**src/sv/crr_pkg.sv**
```systemverilog
package crr_pkg;

    // fixed field widths, step-count reset value and minimum, command queue depth
    localparam int COORD_W  = 32;
    localparam int CFG_W    = 5;
    localparam logic [CFG_W-1:0] SPS_RESET = 5'd5;
    localparam int SPS_MIN  = 2;
    localparam int CQ_DEPTH = 4;

    typedef logic signed [COORD_W-1:0] t_coord;

    typedef struct packed {
        t_coord point_x;
        t_coord point_y;
        t_coord point_z;
        logic   last_point;
    } t_in;

    typedef struct packed {
        t_coord sample_x;
        t_coord sample_y;
        t_coord sample_z;
        logic   path_end;
    } t_out;

    typedef struct packed {
        t_coord x;
        t_coord y;
        t_coord z;
    } t_pt;

    // one unit of work for the back end: a span or a plain point
    typedef struct packed {
        logic is_point;
        logic path_end;
        t_pt  p0;
        t_pt  p1;
        t_pt  p2;
        t_pt  p3;
    } t_cmd;

    typedef struct packed {
        logic valid;
        t_cmd cmd;
    } t_cmd_wr;

    typedef struct packed {
        logic ready;
        t_cmd cmd;
    } t_cmd_rd;

    // pick one axis of a point
    function automatic t_coord pt_lane(t_pt p, logic [1:0] i);
        t_coord v;
        unique case (i)
            2'd0:    v = p.x;
            2'd1:    v = p.y;
            default: v = p.z;
        endcase
        return v;
    endfunction

    function automatic t_pt in_pt(t_in d);
        t_pt p;
        p.x = d.point_x;
        p.y = d.point_y;
        p.z = d.point_z;
        return p;
    endfunction

endpackage

```
**src/sv/crr_front.sv**
```systemverilog
module crr_front #(
    parameter int MAX_SAMPLES = 16
) (
    input  logic                   i_clk,
    input  logic                   i_rst_n,
    input  logic                   i_push,
    input  crr_pkg::t_in           i_item,
    output logic                   o_full,
    input  logic                   i_cfg_we,
    input  logic [crr_pkg::CFG_W-1:0] i_cfg_wdata,
    output logic [$clog2(MAX_SAMPLES+1)-1:0] o_steps,
    input  logic                   i_q_room,
    output crr_pkg::t_cmd_wr       o_wr
);
    import crr_pkg::*;

    localparam int SW = $clog2(MAX_SAMPLES+1);

    typedef enum logic [1:0] {SEEN_NONE, SEEN_ONE, SEEN_TWO, SEEN_MORE} t_seen;

    logic [CFG_W-1:0] r_sps;
    t_seen            r_seen;
    t_pt              r_p0, r_p1, r_p2;
    logic             r_pend;
    t_cmd             r_pend_cmd;

    logic accept;
    t_pt  p;
    t_cmd n_cmd;
    logic n_valid;

    // clamp of the step count
    always_comb begin
        if (r_sps < CFG_W'(SPS_MIN)) begin
            o_steps = SW'(SPS_MIN);
        end else if (int'(r_sps) > MAX_SAMPLES) begin
            o_steps = SW'(MAX_SAMPLES);
        end else begin
            o_steps = SW'(r_sps);
        end
    end

    assign o_full = r_pend || !i_q_room;
    assign accept = i_push && !o_full;
    assign p      = in_pt(i_item);

    // classify the incoming waypoint
    always_comb begin
        n_cmd.is_point = 1'b1;
        n_cmd.path_end = i_item.last_point;
        n_cmd.p0       = p;
        n_cmd.p1       = p;
        n_cmd.p2       = p;
        n_cmd.p3       = p;
        n_valid        = 1'b0;
        unique case (r_seen)
            SEEN_NONE: begin
                n_valid = 1'b1;
            end
            SEEN_ONE: begin
                n_valid        = i_item.last_point;
                n_cmd.path_end = 1'b1;
            end
            default: begin
                n_valid        = 1'b1;
                n_cmd.is_point = 1'b0;
                n_cmd.path_end = 1'b0;
                n_cmd.p0       = r_p0;
                n_cmd.p1       = r_p1;
                n_cmd.p2       = r_p2;
            end
        endcase
    end

    assign o_wr.valid = r_pend || (accept && n_valid);
    assign o_wr.cmd   = r_pend ? r_pend_cmd : n_cmd;

    // waypoint history, path state and config
    always_ff @(posedge i_clk) begin
        if (!i_rst_n) begin
            r_sps  <= SPS_RESET;
            r_seen <= SEEN_NONE;
            r_pend <= 1'b0;
            r_p0   <= '0;
            r_p1   <= '0;
            r_p2   <= '0;
        end else begin
            if (i_cfg_we) begin
                r_sps <= i_cfg_wdata;
            end
            if (r_pend) begin
                r_pend <= 1'b0;
            end
            if (accept) begin
                unique case (r_seen)
                    SEEN_NONE: begin
                        r_p0   <= p;
                        r_p1   <= p;
                        r_p2   <= p;
                        r_seen <= i_item.last_point ? SEEN_NONE : SEEN_ONE;
                    end
                    SEEN_ONE: begin
                        r_p0   <= r_p1;
                        r_p1   <= r_p2;
                        r_p2   <= p;
                        r_seen <= i_item.last_point ? SEEN_NONE : SEEN_TWO;
                    end
                    default: begin
                        r_p0   <= r_p1;
                        r_p1   <= r_p2;
                        r_p2   <= p;
                        r_seen <= i_item.last_point ? SEEN_NONE : SEEN_MORE;
                        // closing span with the end point repeated
                        r_pend              <= i_item.last_point;
                        r_pend_cmd.is_point <= 1'b0;
                        r_pend_cmd.path_end <= 1'b1;
                        r_pend_cmd.p0       <= r_p1;
                        r_pend_cmd.p1       <= r_p2;
                        r_pend_cmd.p2       <= p;
                        r_pend_cmd.p3       <= p;
                    end
                endcase
            end
        end
    end

endmodule

```
**config.mk**
```make
export PLATFORM = sky130hd
export DESIGN_NAME = crr_front
export DESIGN_NICKNAME = d
export VERILOG_FILES = /design/src/sv/crr_pkg.sv /design/src/sv/crr_front.sv
export SDC_FILE = /design/constraint.sdc
export NUM_CORES = 1
export LEC_CHECK = 0
export ABC_CLOCK_PERIOD_IN_PS = 16300
export BUFFER_PORTS_ARGS = -buffer_cell sky130_fd_sc_hd__buf_2
export CORE_MARGIN = 2
export CORE_UTILIZATION = 43
export CTS_BUF_LIST = sky130_fd_sc_hd__clkbuf_8
export DETAILED_ROUTE_END_ITERATION = 8
export HOLD_SLACK_MARGIN = 0.03
export PLACE_DENSITY = 0.73
export SYNTH_ARGS = -nofsm -noshare
export SYNTH_HDL_FRONTEND = slang
export SYNTH_SLANG_ARGS = --single-unit
```
**constraint.sdc**
```tcl
create_clock -name i_clk -period 16.3 [get_ports i_clk]
set_input_delay 0.815 -clock i_clk [delete_from_list [all_inputs] [get_ports i_clk]]
set_output_delay 0.815 -clock i_clk [all_outputs]
set_load 0.01 [all_outputs]
```
==> key figures <==
Outcome
  • Status: finished, final reports clean

Synthesis
  • Avg Cell Area, Syn: 8.74 µm²
  • Post-synthesis cell area: 26100 µm²
  • Synth cell types: 25
  • Yosys reg bits: between 500 and 600
  • Sequential fraction of the synthesis area: 0.559
  • Net Count, Synth: 3090
  • Mapped Cells: about 3.0k
  • Synthesis warning total: 0

Pwr
  • Switching power: 837 µW
  • Power Dens Cells: between 100 and 150 nW/µm²
  • Power Total: 3210 µW
  • Clk network pwr share: 0.396
  • Comb pwr share: 0.099
  • Switching share of power: 0.261
  • P_leak: around 0.012 µW
  • Seq pwr share: 0.505
  • Pint: 2380 µW
  • VDD IR max: 0.0777 mV

Critical path
  • Critical Path Sink Type: primary output
  • Crit-path leading delay family: buffers and inverters
  • Crit-path max cell delay: 0.91 ns
  • Slowest CP cell: buf_4
  • Critical Path RT: 15.49 ns
  • Critical path fanouts, max: 106
  • CP Launch Type: flop
  • WP data arrival: between 4 and 5 ns
  • Crit-path cells: buf_4 > buf_4 > nor2b_1 > a21oi_1 > o21ai_0 > buf_2
  • Critical path class: reg -> out
  • CP bufs+invs: 3
  • CP most frequent cell: buf_4

Placed design
  • Input/output buffers: 499
  • Post-detail-place hpwl: 43.9 mm
  • DP Area: between 20000 and 30000 µm²
  • Global placement routability congestion: 0.812

Clock network
  • Post-cts sizing count: 0
  • CTS tree: done
  • Hold_buf cts: 0
  • Reg clk slew, reported paths: 0.06 ns
  • Clk buf depth: 3
  • Clk Latency, worst-skew pair: 0.69 ns
  • Clock sink count: approximately 600
  • H-tree levels: 3
  • Total CTS buffers: 95
  • Post-CTS Setup Bufs: 0
  • Clock root buffer: clkbuf_8

STA
  • Post-layout min period: 5.13 ns
  • Final Hold Viols: 0
  • RSZ-0062 raised after global routing: false
  • Relative slew slack: 0.256
  • Final Setup Violations: 0
  • Worst Skew: 0.0446 ns
  • Fin. max-slew vios: 0
  • Final period utilization: 0.315
  • Achievable Freq: 195 MHz
  • Worst-Margin Slew: 1.12 ns
  • Total negative slack: 0 ns
  • Hold slack: between 0.3 and 0.4 ns

Final layout
  • # nets final: 3463
  • Fraction of layout cells with a size suffix above 1: 0.193
  • Most frequent cells in the layout: nand2_1 (727), o21ai_0 (576), buf_2 (498), a21oi_1 (381), dfxtp_1 (294)
  • Area delta synth->final: 17.2%
  • Commonest non-fill, non-tap cell in the layout: nand2_1
  • Final core utilization: 0.508
  • Post-Layout Inst Area: roughly 31000 µm²

Routing
  • Iter 0 DRT Violations: 2092
  • Via density: 5.34
  • Wire per inst: approximately 17 µm
  • 1st-pass router iterations: 5
  • Total Wirelength: 70.2 mm
  • Via count: around 23k
  • # DRC: 0
  • DRT antenna net count: 0

Global route
  • Initial antenna violation count: 1
  • GRT Total Usage: 0.215
  • Global-route wire length before repair: 111 mm
  • Grt ovf: 0
  • Number of global-route vias before repair: 20.4k
  • Largest net degree at the start of global routing: 137

Worst hold path
  • Hold WC Path Type: in -> reg

Floorplanning
  • FP Rows: 90
  • Core area: 60100 µm²
  • Die extent in y: 250 µm
  • Die X: 250 µm
  • Number of I/O pins: 500
  • Die ar.: roughly 63000 µm²
  • Initial Util: 0.434

Flow run
  • Max-cap violations: 0
final cells by class:
class | instances | area (µm²)
clock inverter | 60 | 343
inverter | 97 | 364
antenna | 1 | 2.50
timing repair buffer | 526 | 2710
multi-input combinational | 2052 | 9990
tap | 782 | 978
sequential | 584 | 14600
clock buffer | 116 | 1600
fill | 5635 | 29600
metrics by stage:
step / setup WS (ns) / std cells
global route: 10.82 / 4218
floorplan: 2.14 / 2983
finish: 11.17 / 4218
global placement: 11.92 / 4041
CTS: 11.08 / 4217
detailed placement: 11.89 / 4041
logic make-up (layout without fill, tap and decap cells):
group / count (synthesis) / in the layout / synth area share
compound gates: 1203 / 1203 / 0.248
buf+inv: 347 / 799 / 0.0589
flops: 584 / 584 / 0.559
mux: 5 / 5 / 0.00192
other cells: 0 / 1 / 0
simple gates: 844 / 844 / 0.133
worst paths after layout:
path	to	from	slack, ns	depth (start not counted)
setup / recovery	o_wr[97]	r_seen[1]	11.17	6
hold / removal	r_pend_cmd[95]	i_item[96]	0.37	1
setup reg to reg	r_pend_cmd[289]	r_seen[1]	12.30	4
hold reg to reg	r_pend_cmd[345]	r_p1[57]	0.45	0
layer usage:
metal | share of wire | GRT usage | vias up | wire [µm]
met2 | 0.47 | 0.347 | 743 | 33000
li1 | - | - | 11200 | -
met3 | 0.066 | 0.0440 | 103 | 4630
met1 | 0.44 | 0.294 | 10500 | 31200
met4 | 0.019 | 0.0583 | 0 | 1350
met5 | 0 | 0 | - | 0
Yosys cell counts, drive strengths merged:
master  number  share of area
a211o        1        0.00034
a21boi      97          0.028
a21oi      381          0.073
a31oi      146          0.035
and3b        2        0.00067
buf        140          0.029
clkbuf     110          0.016
dfxtp      296           0.23
edfxtp     288           0.33
inv         97          0.014
mux2i        5         0.0019
nand2      727           0.10
nand2b       1        0.00024
nand3b       1        0.00077
nor2         8         0.0012
nor2b      101          0.024
nor3         1        0.00019
nor3b        2        0.00058
o21ai      576           0.11
o21bai       2        0.00058
or2          1        0.00024
flip-flops by register name, summed over array words and instances, names as in the netlist:
name,cells
r_pend_cmd,288
r_p2,96
r_p0,96
r_p1,96
r_seen,2
r_sps,5
r_pend,1
power groups by stage:
stage	Clock (µW)	Sequential, µW	Combinational, µW
floorplan	0	1640	194
finish	1270	1620	317
global placement	0	1650	312
global route	1360	1630	352
detailed placement	0	1650	316
CTS	1300	1620	318
Note: power is estimated with default switching activity, not from simulation.
