--- src/sv/crr_pkg.sv ---
package crr_pkg;

    // fixed field widths, step-count reset value and minimum, command queue depth
    localparam int COORD_W  = 32;
    localparam int CFG_W    = 5;
    localparam logic [CFG_W-1:0] SPS_RESET = 5'd5;
    localparam int SPS_MIN  = 2;
    localparam int CQ_DEPTH = 4;

    typedef logic signed [COORD_W-1:0] t_coord;

    typedef struct packed {
        t_coord point_x;
        t_coord point_y;
        t_coord point_z;
        logic   last_point;
    } t_in;

    typedef struct packed {
        t_coord sample_x;
        t_coord sample_y;
        t_coord sample_z;
        logic   path_end;
    } t_out;

    typedef struct packed {
        t_coord x;
        t_coord y;
        t_coord z;
    } t_pt;

    // one unit of work for the back end: a span or a plain point
    typedef struct packed {
        logic is_point;
        logic path_end;
        t_pt  p0;
        t_pt  p1;
        t_pt  p2;
        t_pt  p3;
    } t_cmd;

    typedef struct packed {
        logic valid;
        t_cmd cmd;
    } t_cmd_wr;

    typedef struct packed {
        logic ready;
        t_cmd cmd;
    } t_cmd_rd;

    // pick one axis of a point
    function automatic t_coord pt_lane(t_pt p, logic [1:0] i);
        t_coord v;
        unique case (i)
            2'd0:    v = p.x;
            2'd1:    v = p.y;
            default: v = p.z;
        endcase
        return v;
    endfunction

    function automatic t_pt in_pt(t_in d);
        t_pt p;
        p.x = d.point_x;
        p.y = d.point_y;
        p.z = d.point_z;
        return p;
    endfunction

endpackage

--- src/sv/crr_cmdq.sv ---
module crr_cmdq (
    input  logic             i_clk,
    input  logic             i_rst_n,
    input  crr_pkg::t_cmd_wr i_wr,
    output logic             o_room,
    output crr_pkg::t_cmd_rd o_rd,
    input  logic             i_pop
);
    import crr_pkg::*;

    localparam int AW = $clog2(CQ_DEPTH);
    localparam int NW = $clog2(CQ_DEPTH+1);

    t_cmd          r_mem [CQ_DEPTH];
    logic [AW-1:0] r_wp, r_rp;
    logic [NW-1:0] r_cnt;

    // room for the two commands one waypoint can make
    assign o_room     = r_cnt <= NW'(CQ_DEPTH-2);
    assign o_rd.ready = r_cnt != '0;
    assign o_rd.cmd   = r_mem[r_rp];

    always_ff @(posedge i_clk) begin
        if (i_wr.valid) begin
            r_mem[r_wp] <= i_wr.cmd;
        end
    end

    // pointers and fill level
    always_ff @(posedge i_clk) begin
        if (!i_rst_n) begin
            r_wp  <= '0;
            r_rp  <= '0;
            r_cnt <= '0;
        end else begin
            if (i_wr.valid) begin
                r_wp <= r_wp + AW'(1);
            end
            if (i_pop) begin
                r_rp <= r_rp + AW'(1);
            end
            if (i_wr.valid && !i_pop) begin
                r_cnt <= r_cnt + NW'(1);
            end else if (!i_wr.valid && i_pop) begin
                r_cnt <= r_cnt - NW'(1);
            end
        end
    end

endmodule

--- config.mk ---
export PLATFORM = sky130hd
export DESIGN_NAME = crr_cmdq
export DESIGN_NICKNAME = d
export VERILOG_FILES = /design/src/sv/crr_pkg.sv /design/src/sv/crr_cmdq.sv
export SDC_FILE = /design/constraint.sdc
export NUM_CORES = 1
export LEC_CHECK = 0
export BUFFER_PORTS_ARGS = -buffer_cell sky130_fd_sc_hd__buf_2
export CAP_MARGIN = 0
export CORE_ASPECT_RATIO = 1.1
export CORE_MARGIN = 4
export CORE_UTILIZATION = 40
export DETAILED_ROUTE_END_ITERATION = 6
export SYNTH_ARGS = -nofsm -noshare
export SYNTH_HDL_FRONTEND = slang
export SYNTH_SLANG_ARGS = --single-unit
--- constraint.sdc ---
create_clock -name i_clk -period 32 [get_ports i_clk]
set_input_delay 4.8 -clock i_clk [delete_from_list [all_inputs] [get_ports i_clk]]
set_output_delay 4.8 -clock i_clk [all_outputs]
set_load 0.02 [all_outputs]
==> results by group, run 1 <==
Floorplanning
  • Die W: 365 um
  • Placeable Area: 139000 um2
  • DIE AREA: 146000 um2
  • Initial Utilization: 40.5%
  • I/O pin count: 778
  • Std cell rows: 143
  • Die Ht: 401 um

GRT
  • Grt ovf: 0
  • Antenna violations before repair: 76
  • Total track usage: 17.1%
  • Largest net degree at the start of global routing: 166
  • Met3 Usage GRT: 7.75%
  • Met1 usage: 20.3%
  • First-pass GRT wire length: 183000 um
  • Busiest grt layer: met2
  • Met2 Use GR: 27.9%
  • Vias in the first global route: 27000

Routing
  • Post-route ant nets: 0
  • Initial DRC count: 2031
  • Wire per inst: 25.7 um
  • Avg Vias per Cell: 5.15
  • DRC viols: 0
  • Total number of vias: 25300
  • Routed WL: 126000 um
  • TritonRoute pass-1 iters: 5

Final layout
  • Layout Cells excl Fill: 4908
  • Nets: 3336
  • FF+latch area: 46600 um2
  • Most common cell after layout, fill and taps aside: edfxtp_1
  • Multi-input logic area: 8950 um2
  • Share of cells above drive strength 1: 46.5%
  • Most frequent cells in the layout: edfxtp_1 (1544), buf_2 (777), mux4_2 (386)
  • Fillcell total: 11200
  • Synthesis-to-layout area growth: 19.9%

Yosys
  • Mapped Cells: 2059
  • Synth Register Bits: 1553
  • Post-synth cell types: 19
  • Seq/Total Area, Yosys: 82.9%
  • Mapped Nets: 2455
  • Yosys warning total: 0
  • Mapped Area: 56200 um2
  • Post-Syn Area per Cell: 27.3 um2

Setup path
  • Crit path DAT: 4.40 ns
  • Crit path kind: flip-flop to output port
  • Critical-path maximum fanout: 52
  • FF-to-FF setup slack: 27.97 ns
  • Critical Path End Type: output port
  • CP startpoint kind: flip-flop
  • Required @ worst endpoint: 27.20 ns

Timing
  • Measured slew at the worst slew-check pin: 1.39 ns
  • Final setup fails: 0
  • Final Hold Viols: 0
  • Fmax achieved: 109 MHz
  • Final period utilization: 28.8%
  • Skew final: 0.0136 ns
  • RSZ-0062 raised after global routing: no
  • Setup_tns: 0 ns
  • Min Tclk post-route: 9.20 ns
  • Fin. max-slew vios: 0
  • Rel. slew slack: 7.31%
  • Setup ws final: 22.80 ns

Clock network
  • Max clock buf depth: 3
  • Post-CTS setup buffer count: 0
  • Hold-fix buffers, CTS: 0
  • CTS sink cnt: 1553
  • CTS clk-pin slew, worst paths: 0.06 ns
  • CTS Buf Count: 159
  • Clk_lat worst skew: 0.76 ns
  • CTS Root Cell: clkbuf_16
  • CTS tree: yes
  • # H-tree levels: 4
  • Post_cts resized: 0

Power and ir drop
  • VDD IR max: 0.0000528 V
  • Power Density: 69.9 nW/um2
  • Leak: 22.3 nW

Placement
  • HPWL after DPL: 79100 um
  • Pre-CTS setup slack: 23.35 ns
  • Dpl cells: 4591
  • Placer Congestion: 0.766
  • I/O Buffers: 777

Run
  • Max capacitance violation total: 0

Min path
  • Worst min-delay path category: flip-flop to flip-flop

Outcome
  • Outcome: finished, final reports clean
sequential cells by signal, indices dropped and copies added (netlist names), named ones only:
name   count
r_mem   1544
r_rp       2
r_wp       2
r_cnt      3
logic make-up after synthesis:
family,Yosys count,share of synthesized area [%]
xor+xnor,5,0.0780
simple gates,14,0.151
flops,1553,82.9
buf+inv,90,1.21
mux,388,15.5
fa+ha+maj,6,0.147
compound gates,3,0.0312
worst paths after layout:
check                         from                       to  depth (start not counted)
max                      flip-flop                o_rd[159]                          4
max reg2reg   r_wp[0]$_SDFFE_PN0P_  r_mem[2][292]$_DFFE_PP_                          6
min reg2reg  r_cnt[2]$_SDFFE_PN0P_    r_cnt[2]$_SDFFE_PN0P_                          2
min          r_cnt[2]$_SDFFE_PN0P_    r_cnt[2]$_SDFFE_PN0P_                          2
routing by layer:
metal / wire length (um) / part of all wire, %
met1: 46300 / 37
met2: 62800 / 50
met3: 13200 / 10
met4: 3650 / 2.9
met5: 366 / 0.29
per-stage QoR:
| step | total power, mW | cell area, um2 | hold slack (ns) | util [%] |
|---|---|---|---|---|
| finish | 4.71 | 67300 | 0.520 | 48.5 |
| global route | 4.89 | 67300 | 0.557 | 48.5 |
| CTS | 4.78 | 67300 | 0.524 | 48.4 |
| detailed placement | 2.91 | 62000 | 0.512 | 44.6 |
| global placement | 2.90 | 62000 | 0.486 | 44.6 |
| floorplan | 2.75 | 56200 | 0.472 | - |
worst max-delay path, stage by stage, from the launching register on:
cell,delay (ns)
dfxtp_4,0.92
buf_4,0.82
buf_4,0.93
mux4_2,0.65
buf_2,0.18
cell usage after synthesis:
| cell type | n | area [um2] |
|---|---|---|
| inv_1 | 4 | 15.0 |
| o21ai_0 | 1 | 5.00 |
| buf_2 | 40 | 200 |
| a21oi_1 | 1 | 5.00 |
| buf_6 | 39 | 439 |
| dfxtp_1 | 9 | 180 |
| mux2i_1 | 2 | 20.0 |
| edfxtp_1 | 1544 | 46400 |
| xor2_1 | 3 | 26.3 |
| nor2b_1 | 2 | 12.5 |
| xnor2_1 | 2 | 17.5 |
| and2_1 | 9 | 56.3 |
| fa_1 | 1 | 20.0 |
| nand2_1 | 1 | 3.75 |
| clkbuf_1 | 7 | 26.3 |
| ha_1 | 5 | 62.6 |
| or3_1 | 2 | 12.5 |
| a21boi_0 | 1 | 7.51 |
| mux4_2 | 386 | 8690 |
layout make-up:
class	instances	area share, %
sequential	1553	69.1
multi-input combinational	416	13.3
clock buffer	197	6.28
timing repair buffer	806	6.19
tap	1812	3.37
clock inverter	92	1.59
antenna	28	0.104
inverter	4	0.0223
where the power goes:
group          internal (mW)  switching (mW)
Clock                   1.10           0.754
Sequential              2.34          0.0253
Combinational          0.184           0.305
(Power assumes the default switching activity.)
==> run 2: changes to the inputs <==
clock period = 8.95 ns   (was 32 ns; I/O delays follow)
==> run 2 against run 1 <==
Final cell count rose by 0.18%. Wire length rose by 0.50%. Via count rose by 1.3%. Clock skew rose by 0.013 ns. Die area did not move. Register-to-register slack got worse by 22 ns. Non-clock buffer count fell by 4. Setup slack got worse by 19 ns. Sequential cell count did not move. Utilization barely moved. Critical path type unchanged.
==> results by group, run 2 (synthesis gave the netlist of run 1 again) <==
Outcome
  • Outcome: finished, final reports clean

Final layout
  • Biggest regs: r_mem: 1544 flops, r_cnt: 3 flops
  • Final Util: 48.5% (about the same)
  • Layout Cells excl Fill: 4917 (+0.18%)
  • Max reg flops: 1544 (unchanged)
  • Biggest register: r_mem
  • Synthesis-to-layout area growth: 19.8% (about the same)
  • Most common cell after layout, fill and taps aside: edfxtp_1
  • Most frequent cells in the layout: edfxtp_1 (1544), buf_2 (777), mux4_2 (386)
  • Share of cells above drive strength 1: 46.4% (-0.15 points)
  • Nets: 3331 (-0.15%)

Timing
  • Measured slew at the worst slew-check pin: 1.30 ns (-0.0927 ns)
  • Min Tclk post-route: 5.10 ns
  • Final period utilization: 57.0%
  • Fmax achieved: 196 MHz
  • Skew final: 0.0266 ns (+0.0130 ns)
  • Rel. slew slack: 13.5% (+6.2 points)
  • Fin. max-slew vios: 0 (unchanged)
  • Final setup fails: 0 (unchanged)
  • Setup_tns: 0 ns (unchanged)
  • Hold slack: 0.542 ns (+0.0216 ns)
  • Final Hold Viols: 0 (unchanged)
  • RSZ-0062 raised after global routing: no

Clock network
  • Max clock buf depth: 3 (unchanged)
  • CTS Buf Count: 158 (-0.63%)
  • CTS Root Cell: clkbuf_16
  • CTS clk-pin slew, worst paths: 0.06 ns (about the same)
  • Post_cts resized: 0 (unchanged)
  • CTS tree: yes
  • CTS sink cnt: 1553 (unchanged)
  • Clk_lat worst skew: 0.75 ns (about the same)
  • # H-tree levels: 4 (unchanged)
  • Post-CTS setup buffer count: 0 (unchanged)
  • Hold-fix buffers, CTS: 0 (unchanged)

Routing
  • Initial DRC count: 2070 (+1.9%)
  • Total number of vias: 25600 (+1.3%)
  • Wire per inst: 25.8 um (+0.32%)
  • Routed WL: 127000 um (+0.50%)
  • Avg Vias per Cell: 5.21 (+1.1%)
  • Post-route ant nets: 0 (unchanged)
  • DRC viols: 0 (unchanged)
  • TritonRoute pass-1 iters: 7 (+2)

Setup path
  • Crit-path slowest cell: dfxtp_4
  • CP startpoint kind: flip-flop
  • Crit path kind: flip-flop to output port
  • FF-to-FF setup slack: 5.90 ns (-22.07 ns)
  • CP max stage delay: 0.79 ns (-0.14 ns)
  • Crit path DAT: 3.76 ns (-0.64 ns)
  • Required @ worst endpoint: 7.61 ns (-19.59 ns)
  • Cell mode on critical path: buf_4
  • Critical Path End Type: output port
  • WP buf/inv: 3 (unchanged)
  • Cell Chain, Critical Path: buf_4 -> buf_4 -> mux4_2 -> buf_2
  • Critical-path maximum fanout: 35 (-33%)
  • Crit-path leading delay family: buffers and inverters

Floorplanning
  • Initial Utilization: 40.5% (unchanged)
  • Die Ht: 401 um (unchanged)
  • DIE AREA: 146000 um2 (unchanged)
  • Std cell rows: 143 (unchanged)
  • Placeable Area: 139000 um2 (unchanged)
  • I/O pin count: 778 (unchanged)
  • Die W: 365 um (unchanged)

Placement
  • Dpl cells: 4587 (-0.087%)
  • I/O Buffers: 777 (unchanged)
  • HPWL after DPL: 80000 um (+1.2%)
  • Placer Congestion: 0.785 (+2.5%)

Min path
  • Worst min-delay path category: flip-flop to flip-flop

Power and ir drop
  • Leak: 22.3 nW (-0.15%)
  • VDD IR max: 0.000177 V (+230%)
  • Total power: 16.7 mW (+250%)
  • Power Density: 248 nW/um2 (+250%)

GRT
  • First-pass GRT wire length: 184000 um (+0.49%)
  • Grt ovf: 0 (unchanged)
  • Total track usage: 17.1% (+0.076 points)
  • Antenna violations before repair: 89 (+17%)
  • Vias in the first global route: 27300 (+1.2%)
  • Largest net degree at the start of global routing: 175 (+5.4%)

Run
  • Max capacitance violation total: 0 (unchanged)
## run 2: cell types whose count changed in the layout (fill, tap and decap cells not counted), moves of 5 or more
| cell | change |
|---|---|
| buf_12 | +7 |
| clkbuf_1 | -6 |
| diode_2 | +12 |
| buf_4 | -11 |
| clkinv_1 | +9 |
| bufinv_16 | -5 |
| clkinv_2 | +7 |
## run 2: power breakdown
part | switching, mW | total, mW | internal, mW
Combinational | 1.10 | 1.76 | 0.662
Clock | 2.68 | 6.47 | 3.79
Sequential | 0.0851 | 8.46 | 8.37
Total | 3.87 | 16.7 | 12.8
## run 2: path summary, 6_finish.rpt
kind / from / to / cells after the start
worst min-delay path: r_cnt[2]$_SDFFE_PN0P_ / r_cnt[2]$_SDFFE_PN0P_ / 2
worst max register to register: r_wp[0]$_SDFFE_PN0P_ / r_mem[0][126]$_DFFE_PP_ / 5
worst min register to register: r_cnt[2]$_SDFFE_PN0P_ / r_cnt[2]$_SDFFE_PN0P_ / 2
worst max-delay path: flip-flop / o_rd[12] / 4
## run 2: routing by layer
layer	routed length, um	track usage (%)	vias up	part of all wire [%]
met4	4780	6.67	46	3.8
met5	294	0	-	0.23
met3	13500	7.33	312	11
li1	-	-	10800	-
met2	61500	27.3	1042	48
met1	46800	20.7	13400	37
## run 2: through the flow
| stage | worst slack (ns) | area (um2) |
|---|---|---|
| CTS | 3.61 | 67200 |
| global route | 3.43 | 67200 |
| finish | 3.85 | 67300 |
| detailed placement | 4.46 | 62000 |
| floorplan | 2.46 | 56200 |
| global placement | 4.52 | 62000 |
## run 2: area by class of cell
class	instances	area, um2
diodes	40	100
clock buffers	192	4230
clock inverters	98	928
fillers	11200	71600
inverters	4	15.0
multi-input cells	416	8950
flip-flops and latches	1553	46600
well taps	1812	2270
repair buffers	802	4230
## run 2: worst register-to-register path, stage by stage, from the launching register on
cell and delay (ns):
dfxtp_1 0.35, inv_1 0.09, ha_1 0.15, and2_4 0.56, buf_4 0.69, buf_12 0.51
